File: src/rtl/tmsc_pkg.sv
// Shared types and constants of the texture mip size calculator.
package tmsc_pkg;

	// Parameter defaults
	localparam int DIM_BITS_DEF   = 16;
	localparam int MAX_LEVELS_DEF = 17;

	// Stream payload layout
	localparam int TDATA_W = 64;
	localparam int SIZE_W  = 64;
	localparam int TEX_W   = 16;
	localparam int IDX_W   = 4;
	localparam int CNT_W   = 5;
	localparam int W_LSB   = 0;
	localparam int H_LSB   = 16;
	localparam int D_LSB   = 32;
	localparam int IDX_LSB = 48;
	localparam int CNT_LSB = 52;

	// Shared multiplier operand width
	localparam int MUL_W = 32;

	// Configuration registers
	localparam int CFG_IDX_W = 2;
	localparam int CFG_W     = 5;
	localparam logic [CFG_IDX_W-1:0] REG_BLOCK_WIDTH     = 2'd0;
	localparam logic [CFG_IDX_W-1:0] REG_BLOCK_HEIGHT    = 2'd1;
	localparam logic [CFG_IDX_W-1:0] REG_BYTES_PER_BLOCK = 2'd2;
	localparam logic [CFG_W-1:0] BLOCK_WIDTH_RST     = 5'd1;
	localparam logic [CFG_W-1:0] BLOCK_HEIGHT_RST    = 5'd1;
	localparam logic [CFG_W-1:0] BYTES_PER_BLOCK_RST = 5'd4;

	// Opcodes
	localparam logic OP_LEVEL = 1'b0;
	localparam logic OP_CHAIN = 1'b1;

	// Controller to datapath commands
	typedef struct packed {
		logic load;
		logic div_step;
		logic mul_bb;
		logic mul_lo;
		logic mul_hi;
		logic acc;
		logic push;
	} cmd_t;

	// Datapath to controller status
	typedef struct packed {
		logic lvl_zero;
		logic lvl_last;
	} stat_t;

endpackage

File: src/rtl/texture_mip_size_calculator.sv
// Top level of the texture mip size calculator.
// Each request returns one byte size: the size of one mip level (tuser 0) or the sum of
// the first mip_count levels (tuser 1, count saturated to MAX_LEVELS). One request is
// worked at a time: an accept step, the bit-serial block dividers, then per level the
// block product and the low and high partial products on the shared 32 x 32 multiplier
// and an accumulate step, and last a hand-off of the result to the output register that
// waits while that register is still full. Later levels reuse the first quotient by halving.
// A finished result waits in the output register while the next request is taken.
// Configuration may be written only while no request is in progress.
module texture_mip_size_calculator #(
	parameter int DIM_BITS   = tmsc_pkg::DIM_BITS_DEF,
	parameter int MAX_LEVELS = tmsc_pkg::MAX_LEVELS_DEF
) (
	input  logic                           clk,
	input  logic                           arst_n,
	input  logic                           s_tvalid,
	output logic                           s_tready,
	// tex_width[15:0], tex_height[31:16], tex_depth[47:32], mip_index[51:48],
	// mip_count[56:52], zero fill above
	input  logic [tmsc_pkg::TDATA_W-1:0]   s_tdata,
	// opcode[0]
	input  logic [0:0]                     s_tuser,
	output logic                           m_tvalid,
	input  logic                           m_tready,
	// size_bytes[63:0]
	output logic [tmsc_pkg::SIZE_W-1:0]    m_tdata,
	input  logic                           cfg_valid,
	output logic                           cfg_ready,
	input  logic [tmsc_pkg::CFG_IDX_W-1:0] cfg_index,
	input  logic [tmsc_pkg::CFG_W-1:0]     cfg_data
);

	tmsc_pkg::cmd_t  cmd;
	tmsc_pkg::stat_t st;

	// Register writes always complete
	assign cfg_ready = 1'b1;

	tmsc_ctrl #(
		.DIM_BITS (DIM_BITS)
	) u_ctrl (
		.clk      (clk),
		.arst_n   (arst_n),
		.s_tvalid (s_tvalid),
		.s_tready (s_tready),
		.m_tvalid (m_tvalid),
		.m_tready (m_tready),
		.cmd      (cmd),
		.st       (st)
	);

	tmsc_datapath #(
		.DIM_BITS   (DIM_BITS),
		.MAX_LEVELS (MAX_LEVELS)
	) u_datapath (
		.clk       (clk),
		.arst_n    (arst_n),
		.cfg_valid (cfg_valid),
		.cfg_index (cfg_index),
		.cfg_data  (cfg_data),
		.s_tdata   (s_tdata),
		.s_tuser   (s_tuser),
		.cmd       (cmd),
		.st        (st),
		.m_tdata   (m_tdata)
	);

endmodule

File: src/rtl/tmsc_datapath.sv
// Datapath of the mip size calculator: config registers, dividers, multiplier, accumulator.
module tmsc_datapath #(
	parameter int DIM_BITS   = tmsc_pkg::DIM_BITS_DEF,
	parameter int MAX_LEVELS = tmsc_pkg::MAX_LEVELS_DEF
) (
	input  logic                             clk,
	input  logic                             arst_n,
	input  logic                             cfg_valid,
	input  logic [tmsc_pkg::CFG_IDX_W-1:0]   cfg_index,
	input  logic [tmsc_pkg::CFG_W-1:0]       cfg_data,
	input  logic [tmsc_pkg::TDATA_W-1:0]     s_tdata,
	input  logic [0:0]                       s_tuser,
	input  tmsc_pkg::cmd_t                   cmd,
	output tmsc_pkg::stat_t                  st,
	output logic [tmsc_pkg::SIZE_W-1:0]      m_tdata
);

	localparam int LVL_W = $clog2(MAX_LEVELS + 1);
	localparam int CW    = tmsc_pkg::CFG_W;
	localparam int MW    = tmsc_pkg::MUL_W;

	function automatic logic [DIM_BITS-1:0] shift_floor1(input logic [DIM_BITS-1:0] v,
			input logic [tmsc_pkg::IDX_W-1:0] sh);
		logic [DIM_BITS-1:0] t;
		t = v >> sh;
		return (t == '0) ? DIM_BITS'(1) : t;
	endfunction

	logic [CW-1:0] bw_q, bh_q, bpb_q;
	logic [CW-1:0] blk_div [2];

	logic                      in_op;
	logic [DIM_BITS-1:0]       in_dim [3];
	logic [tmsc_pkg::IDX_W-1:0] in_idx;
	logic [tmsc_pkg::CNT_W-1:0] in_cnt;
	logic [LVL_W-1:0]          in_lvls;

	// Lanes 0 and 1 are width and height; lane 2 is depth (never blocked)
	logic [DIM_BITS-1:0] n_q [3];
	logic [DIM_BITS-1:0] dv_q [2];
	logic [DIM_BITS-1:0] q_q [2];
	logic [CW-1:0]       r_q [2];
	logic [DIM_BITS-1:0] blocks [2];

	logic [CW:0]         div_t [2];
	logic                div_ge [2];
	logic [CW-1:0]       div_r [2];

	logic [LVL_W-1:0]    lvl_q;
	logic [MW-1:0]       mul_a, mul_b;
	logic [2*MW-1:0]     prod;
	logic [63:0]         x_q, y_q, total_q, out_q;

	// Configuration registers; an index beyond the list is dropped
	always_ff @(posedge clk or negedge arst_n) begin
		if (!arst_n) begin
			bw_q  <= tmsc_pkg::BLOCK_WIDTH_RST;
			bh_q  <= tmsc_pkg::BLOCK_HEIGHT_RST;
			bpb_q <= tmsc_pkg::BYTES_PER_BLOCK_RST;
		end else if (cfg_valid) begin
			unique case (cfg_index)
				tmsc_pkg::REG_BLOCK_WIDTH:     bw_q  <= cfg_data;
				tmsc_pkg::REG_BLOCK_HEIGHT:    bh_q  <= cfg_data;
				tmsc_pkg::REG_BYTES_PER_BLOCK: bpb_q <= cfg_data;
				default: begin
				end
			endcase
		end
	end

	assign blk_div[0] = bw_q;
	assign blk_div[1] = bh_q;

	// Unpack the request
	assign in_op     = s_tuser[0];
	assign in_dim[0] = DIM_BITS'(s_tdata[tmsc_pkg::W_LSB +: tmsc_pkg::TEX_W]);
	assign in_dim[1] = DIM_BITS'(s_tdata[tmsc_pkg::H_LSB +: tmsc_pkg::TEX_W]);
	assign in_dim[2] = DIM_BITS'(s_tdata[tmsc_pkg::D_LSB +: tmsc_pkg::TEX_W]);
	assign in_idx    = s_tdata[tmsc_pkg::IDX_LSB +: tmsc_pkg::IDX_W];
	assign in_cnt    = s_tdata[tmsc_pkg::CNT_LSB +: tmsc_pkg::CNT_W];

	// Saturate the level count; a single level query runs one level
	always_comb begin
		if (in_op == tmsc_pkg::OP_LEVEL) begin
			in_lvls = LVL_W'(1);
		end else if (int'(in_cnt) > MAX_LEVELS) begin
			in_lvls = LVL_W'(MAX_LEVELS);
		end else begin
			in_lvls = LVL_W'(in_cnt);
		end
	end

	// Restoring divide step and block count per lane
	always_comb begin
		for (int l = 0; l < 2; l++) begin
			div_t[l]  = {r_q[l], dv_q[l][DIM_BITS-1]};
			div_ge[l] = (div_t[l] >= {1'b0, blk_div[l]});
			div_r[l]  = div_ge[l] ? CW'(div_t[l] - {1'b0, blk_div[l]}) : CW'(div_t[l]);
			blocks[l] = (blk_div[l] == '0) ? '0 :
				q_q[l] + DIM_BITS'(r_q[l] != '0);
		end
	end

	// Lane registers: load, divide, then halve quotient and remainder per level
	always_ff @(posedge clk) begin
		if (cmd.load) begin
			for (int l = 0; l < 3; l++) begin
				n_q[l] <= (in_op == tmsc_pkg::OP_CHAIN) ? in_dim[l] :
					shift_floor1(in_dim[l], in_idx);
			end
			for (int l = 0; l < 2; l++) begin
				dv_q[l] <= (in_op == tmsc_pkg::OP_CHAIN) ? in_dim[l] :
					shift_floor1(in_dim[l], in_idx);
				q_q[l]  <= '0;
				r_q[l]  <= '0;
			end
		end else if (cmd.div_step) begin
			for (int l = 0; l < 2; l++) begin
				dv_q[l] <= {dv_q[l][DIM_BITS-2:0], 1'b0};
				q_q[l]  <= {q_q[l][DIM_BITS-2:0], div_ge[l]};
				r_q[l]  <= div_r[l];
			end
		end else if (cmd.acc) begin
			n_q[2] <= (n_q[2] <= DIM_BITS'(1)) ? DIM_BITS'(1) : (n_q[2] >> 1);
			for (int l = 0; l < 2; l++) begin
				if (n_q[l] <= DIM_BITS'(1)) begin
					n_q[l] <= DIM_BITS'(1);
					q_q[l] <= (blk_div[l] == CW'(1)) ? DIM_BITS'(1) : '0;
					r_q[l] <= (blk_div[l] == CW'(1)) ? '0 : CW'(1);
				end else begin
					n_q[l] <= n_q[l] >> 1;
					q_q[l] <= q_q[l] >> 1;
					r_q[l] <= CW'(({1'b0, r_q[l]} +
						(q_q[l][0] ? {1'b0, blk_div[l]} : '0)) >> 1);
				end
			end
		end
	end

	// Level counter
	always_ff @(posedge clk or negedge arst_n) begin
		if (!arst_n) begin
			lvl_q <= '0;
		end else if (cmd.load) begin
			lvl_q <= in_lvls;
		end else if (cmd.acc) begin
			lvl_q <= lvl_q - LVL_W'(1);
		end
	end

	assign st.lvl_zero = (lvl_q == '0);
	assign st.lvl_last = (lvl_q == LVL_W'(1));

	// Shared 32 x 32 multiplier
	always_comb begin
		if (cmd.mul_bb) begin
			mul_a = MW'(blocks[0]);
			mul_b = MW'(blocks[1]);
		end else begin
			mul_a = cmd.mul_lo ? x_q[31:0] : x_q[63:32];
			mul_b = MW'(n_q[2]);
		end
	end

	assign prod = {{MW{1'b0}}, mul_a} * {{MW{1'b0}}, mul_b};

	// Image size of one level, modulo 2^64, and the running total
	always_ff @(posedge clk) begin
		if (cmd.load) begin
			total_q <= '0;
		end
		if (cmd.mul_bb) begin
			x_q <= prod;
		end
		if (cmd.mul_lo) begin
			y_q <= prod;
		end else if (cmd.mul_hi) begin
			y_q <= y_q + {prod[31:0], 32'b0};
		end
		if (cmd.acc) begin
			total_q <= total_q + 64'(y_q * {59'b0, bpb_q});
		end
		if (cmd.push) begin
			out_q <= total_q;
		end
	end

	assign m_tdata = out_q;

	a_lvl_sat: assert property (@(posedge clk) disable iff (!arst_n)
		cmd.load |=> (int'(lvl_q) <= MAX_LEVELS))
		else $error("level count above maximum");

	a_single_one: assert property (@(posedge clk) disable iff (!arst_n)
		(cmd.load && (s_tuser[0] == tmsc_pkg::OP_LEVEL)) |=> (lvl_q == LVL_W'(1)))
		else $error("single level query does not run one level");

	a_floor: assert property (@(posedge clk) disable iff (!arst_n)
		(cmd.load && (s_tuser[0] == tmsc_pkg::OP_LEVEL)) |=>
		(n_q[0] != '0 && n_q[1] != '0 && n_q[2] != '0))
		else $error("single level dimension not raised to one");

endmodule

File: src/rtl/tmsc_ctrl.sv
// Controller state machine of the mip size calculator.
module tmsc_ctrl #(
	parameter int DIM_BITS = tmsc_pkg::DIM_BITS_DEF
) (
	input  logic            clk,
	input  logic            arst_n,
	input  logic            s_tvalid,
	output logic            s_tready,
	output logic            m_tvalid,
	input  logic            m_tready,
	output tmsc_pkg::cmd_t  cmd,
	input  tmsc_pkg::stat_t st
);

	localparam int DIV_CW = $clog2(DIM_BITS);

	typedef enum logic [6:0] {
		ST_IDLE   = 7'b0000001,
		ST_DIV    = 7'b0000010,
		ST_MUL_BB = 7'b0000100,
		ST_MUL_LO = 7'b0001000,
		ST_MUL_HI = 7'b0010000,
		ST_ACC    = 7'b0100000,
		ST_FINISH = 7'b1000000
	} state_t;

	state_t              state_q, state_d;
	logic [DIV_CW-1:0]   div_cnt_q;
	logic                m_valid_q;

	assign s_tready = (state_q == ST_IDLE);
	assign m_tvalid = m_valid_q;

	// Next state and commands
	always_comb begin
		state_d = state_q;
		cmd     = '0;
		unique case (state_q)
			ST_IDLE: begin
				if (s_tvalid) begin
					cmd.load = 1'b1;
					state_d  = ST_DIV;
				end
			end
			ST_DIV: begin
				cmd.div_step = 1'b1;
				if (div_cnt_q == '0) begin
					state_d = st.lvl_zero ? ST_FINISH : ST_MUL_BB;
				end
			end
			ST_MUL_BB: begin
				cmd.mul_bb = 1'b1;
				state_d    = ST_MUL_LO;
			end
			ST_MUL_LO: begin
				cmd.mul_lo = 1'b1;
				state_d    = ST_MUL_HI;
			end
			ST_MUL_HI: begin
				cmd.mul_hi = 1'b1;
				state_d    = ST_ACC;
			end
			ST_ACC: begin
				cmd.acc = 1'b1;
				state_d = st.lvl_last ? ST_FINISH : ST_MUL_BB;
			end
			ST_FINISH: begin
				if (!m_valid_q || m_tready) begin
					cmd.push = 1'b1;
					state_d  = ST_IDLE;
				end
			end
			default: begin
				state_d = ST_IDLE;
			end
		endcase
	end

	// State, divide step counter and output valid
	always_ff @(posedge clk or negedge arst_n) begin
		if (!arst_n) begin
			state_q   <= ST_IDLE;
			div_cnt_q <= '0;
			m_valid_q <= 1'b0;
		end else begin
			state_q <= state_d;
			if (cmd.load) begin
				div_cnt_q <= DIV_CW'(DIM_BITS - 1);
			end else if (cmd.div_step && div_cnt_q != '0) begin
				div_cnt_q <= div_cnt_q - DIV_CW'(1);
			end
			if (cmd.push) begin
				m_valid_q <= 1'b1;
			end else if (m_tready) begin
				m_valid_q <= 1'b0;
			end
		end
	end

	a_accept_div: assert property (@(posedge clk) disable iff (!arst_n)
		(s_tvalid && s_tready) |=> (state_q == ST_DIV && div_cnt_q == DIV_CW'(DIM_BITS - 1)))
		else $error("request accepted without starting the divide");

	a_push_valid: assert property (@(posedge clk) disable iff (!arst_n)
		cmd.push |=> m_tvalid)
		else $error("result pushed but not presented");

	a_last_finish: assert property (@(posedge clk) disable iff (!arst_n)
		(state_q == ST_ACC && st.lvl_last) |=> (state_q == ST_FINISH))
		else $error("last level did not finish");

endmodule

File: config.mk
export PLATFORM = sky130hd
export DESIGN_NAME = texture_mip_size_calculator
export DESIGN_NICKNAME = d
export VERILOG_FILES = /design/src/rtl/tmsc_pkg.sv /design/src/rtl/texture_mip_size_calculator.sv /design/src/rtl/tmsc_datapath.sv /design/src/rtl/tmsc_ctrl.sv
export SDC_FILE = /design/constraint.sdc
export NUM_CORES = 2
export LEC_CHECK = 0
export ABC_CLOCK_PERIOD_IN_PS = 12300
export BUFFER_PORTS_ARGS = -buffer_cell sky130_fd_sc_hd__buf_4
export CAP_MARGIN = 20
export CORE_AREA = 5 5 411 211
export CTS_CLUSTER_SIZE = 24
export DETAILED_ROUTE_END_ITERATION = 6
export DIE_AREA = 0 0 416 216
export PLACE_DENSITY = 0.8
export SLEW_MARGIN = 10
export SYNTH_ARGS = -nofsm -noshare
export SYNTH_HDL_FRONTEND = slang
export SYNTH_SLANG_ARGS = --single-unit
File: constraint.sdc
create_clock -name clk -period 12.3 [get_ports clk]
set_clock_uncertainty 0.15 [all_clocks]
set_input_delay 1.845 -clock clk [delete_from_list [all_inputs] [get_ports clk]]
set_output_delay 1.845 -clock clk [all_outputs]
set_load 0.02 [all_outputs]
==> impl_metrics.ini <==
[outcome]
status = finished, final reports clean

[die]
die_width_um = 416
die-area_um2 = 89860
ioPinCount = 144
core-area_um2 = 82770
start_util_pct = 57.21
num_rows = 75
die_h_um = 216

[synthesis]
async_reset_ff_share_pct = 8.163
synth_edf_count = 359
synth_nets = 6056
syn_area_um2 = 47350
syn_avg_cell_area_um2 = 9.338
ys_types = 97
syn_inst = 5071
synth_flop_cell = edfxtp_1
yosys_warnings = 0
ys_seq_elements = 392
seq_area_frac_synth_pct = 24.51

[clock_tree]
cts-htree-levels = 2
numClockSinks = 392
cts_root_buf = clkbuf_16
clkTransAtPathRegs_ns = 0.07
cts.repair.resized = 0
cts_made_buffers = 38
clockBufferDepth = 3
cts_setup_buffers = 0
cts_tree = yes
clock_latency_ns = 0.58
postCtsHoldBufs = 0

[layout]
layout_commonest_cell = nand2_1
n_fill_cell = 6828
drive_gt1_share_pct = 7.319
final_nets = 6052
layout_common_cells = nand2_1, inv_1, fa_1
finalInstanceArea_um2 = 50690
area.growth.synth_to_final_pct = 7.050

[setup_path]
worstPathMaxFanout = 26
start_kind = flip-flop
crit_slowest_cell = xnor2_1
critPathCaptureType = flip-flop
cp_data_arrival_time_ns = 11.22
cp_common_cell = fa_1
crit_type = reg -> reg
cpPeakStageDelay_ns = 0.98
crit_required_ns = 12.46

[global_routing]
grt_pass1_wl_um = 220100
antenna_found_initial = 3
grt_pass1_vias = 37150
grt.overflow.total = 0
grt_max_degree = 74
track_usage_pct = 31.49

[timing]
finalHoldViolations = 0
slew_headroom_pct = 15.42
period_share_pct = 89.93
worst_pin_slew_ns = 1.260
final_period_minus_worst_setup_slack_ns = 11.06
fin_setup_tns_ns = 0
slew_violations = 0
rsz0062_at_grt = no
setup_violations = 0
max_freq_mhz = 90.41

[drt]
vias_per_cell = 6.098
drc = 0
firstDrtPassIters = 6
routed-via-count = 37890
postRouteAntennaNets = 0
drt_iter0_markers = 5284
wire_per_inst_um = 22.88
wirelength_um = 142200

[run]
drv_cap = 0

[place]
place_congestion = 1.020
port_buffers = 135
place_area_um2 = 49330
dp_hpwl_um = 110800

[min_path]
hp-class = reg -> reg
## Yosys cell counts (all sizes together) (16+ instances only)
cell type / number / share of area [%]
a211oi: 20 / 0.33
a21o: 99 / 1.6
a21oi: 253 / 2.7
a22o: 33 / 0.61
a31oi: 23 / 0.35
and2: 227 / 3.0
and3: 33 / 0.44
buf: 42 / 0.51
clkbuf: 204 / 1.6
dfrtp: 28 / 1.5
edfxtp: 359 / 23
fa: 664 / 28
ha: 244 / 6.4
inv: 756 / 6.0
mux2: 26 / 0.62
mux2i: 82 / 1.7
nand2: 771 / 6.1
nand2b: 19 / 0.25
nand3: 50 / 0.53
nand4: 36 / 0.49
nor2: 404 / 3.2
nor2b: 23 / 0.30
nor3: 40 / 0.43
nor4: 18 / 0.25
o211ai: 16 / 0.26
o21a: 27 / 0.43
o21ai: 171 / 1.8
o21bai: 20 / 0.32
o22ai: 34 / 0.45
xnor2: 88 / 1.6
xor2: 89 / 1.6
## metal layers
metal | track usage [%] | wire length (µm) | up-vias
met4 | 4.534 | 2384 | 6
met3 | 14.95 | 25050 | 216
met1 | 48.79 | 60730 | 18480
met5 | 0.1059 | 529 | -
li1 | - | - | 16470
met2 | 40.32 | 53480 | 2716
## sequential cells by signal, indices dropped and copies added (netlist names), 7 cells and up
name,flops
u_datapath.n_q,46
u_datapath.y_q,64
u_datapath.dv_q,32
u_datapath.r_q,10
u_ctrl.state_q,7
u_datapath.total_q,64
u_datapath.q_q,32
u_datapath.m_tdata,64
u_datapath.x_q,48
## critical path, delay by kind of cell (launching register included)
family	cells	cell delay [ns]
AOI/OAI and AO/OA	13	3.27
DFF	1	0.40
adders and majority gates	8	3.83
buffers and inverters	5	1.00
xor gates and xnor gates	2	1.16
and+or+nand+nor	8	0.96
## cell type report
cell class                      count  area (µm²)  area share (%)
Sequential cell                   392       11610           22.91
Tap cell                         1116        1396           2.755
Antenna cell                        2       5.005        0.009873
Clock inverter                     27       350.3          0.6911
Clock buffer                       42       965.9           1.906
Multi-Input combinational cell   3675       31990           63.10
Inverter                          758        2846           5.615
Timing Repair Buffer              202        1529           3.016
## worst paths after layout
kind / cells past startpoint / endpoint / from / slack, ns
min in group asynchronous: 1 / u_datapath.bw_q[3]$_DFFE_PN0P_ / arst_n / 1.05
min: 0 / u_datapath.m_tdata[4]$_DFFE_PP_ / u_datapath.total_q[4]$_SDFFCE_PN0P_ / 0.32
max in group asynchronous: 1 / u_ctrl.state_q[0]$_DFFE_PN1P_ / arst_n / 10.61
max reg2reg: 36 / u_datapath.y_q[62]$_SDFFCE_PP0P_ / u_ctrl.state_q[6]$_DFFE_PN0P_ / 1.24
max: 36 / u_datapath.y_q[62]$_SDFFCE_PP0P_ / u_ctrl.state_q[6]$_DFFE_PN0P_ / 1.24
min reg2reg: 0 / u_datapath.m_tdata[4]$_DFFE_PP_ / u_datapath.total_q[4]$_SDFFCE_PN0P_ / 0.32
## per-stage QoR
stage	hold slack [ns]	cells	setup slack [ns]	utilization (%)
2_1_floorplan	0.2764	5071	2.370	-
3_3_place_gp	0.2883	6139	1.661	59.60
3_5_place_dp	0.2918	6139	1.469	59.60
4_1_cts	0.3097	6208	1.429	61.19
5_1_grt	0.3254	6212	0.8231	61.24
6_report	0.3221	6214	1.239	61.25
## cells by family after synthesis
group | after synthesis | synth area share [%]
compound gates | 798 | 10.90
xor+xnor | 177 | 3.274
fa+ha+maj | 908 | 34.52
buf+inv | 1004 | 8.133
flops | 392 | 24.51
mux | 116 | 2.732
other cells | 1 | 0.007919
simple gates | 1675 | 15.92
Power is not shown: default switching activity piles up to over one toggle a cycle in this logic, so the estimate is an artifact.
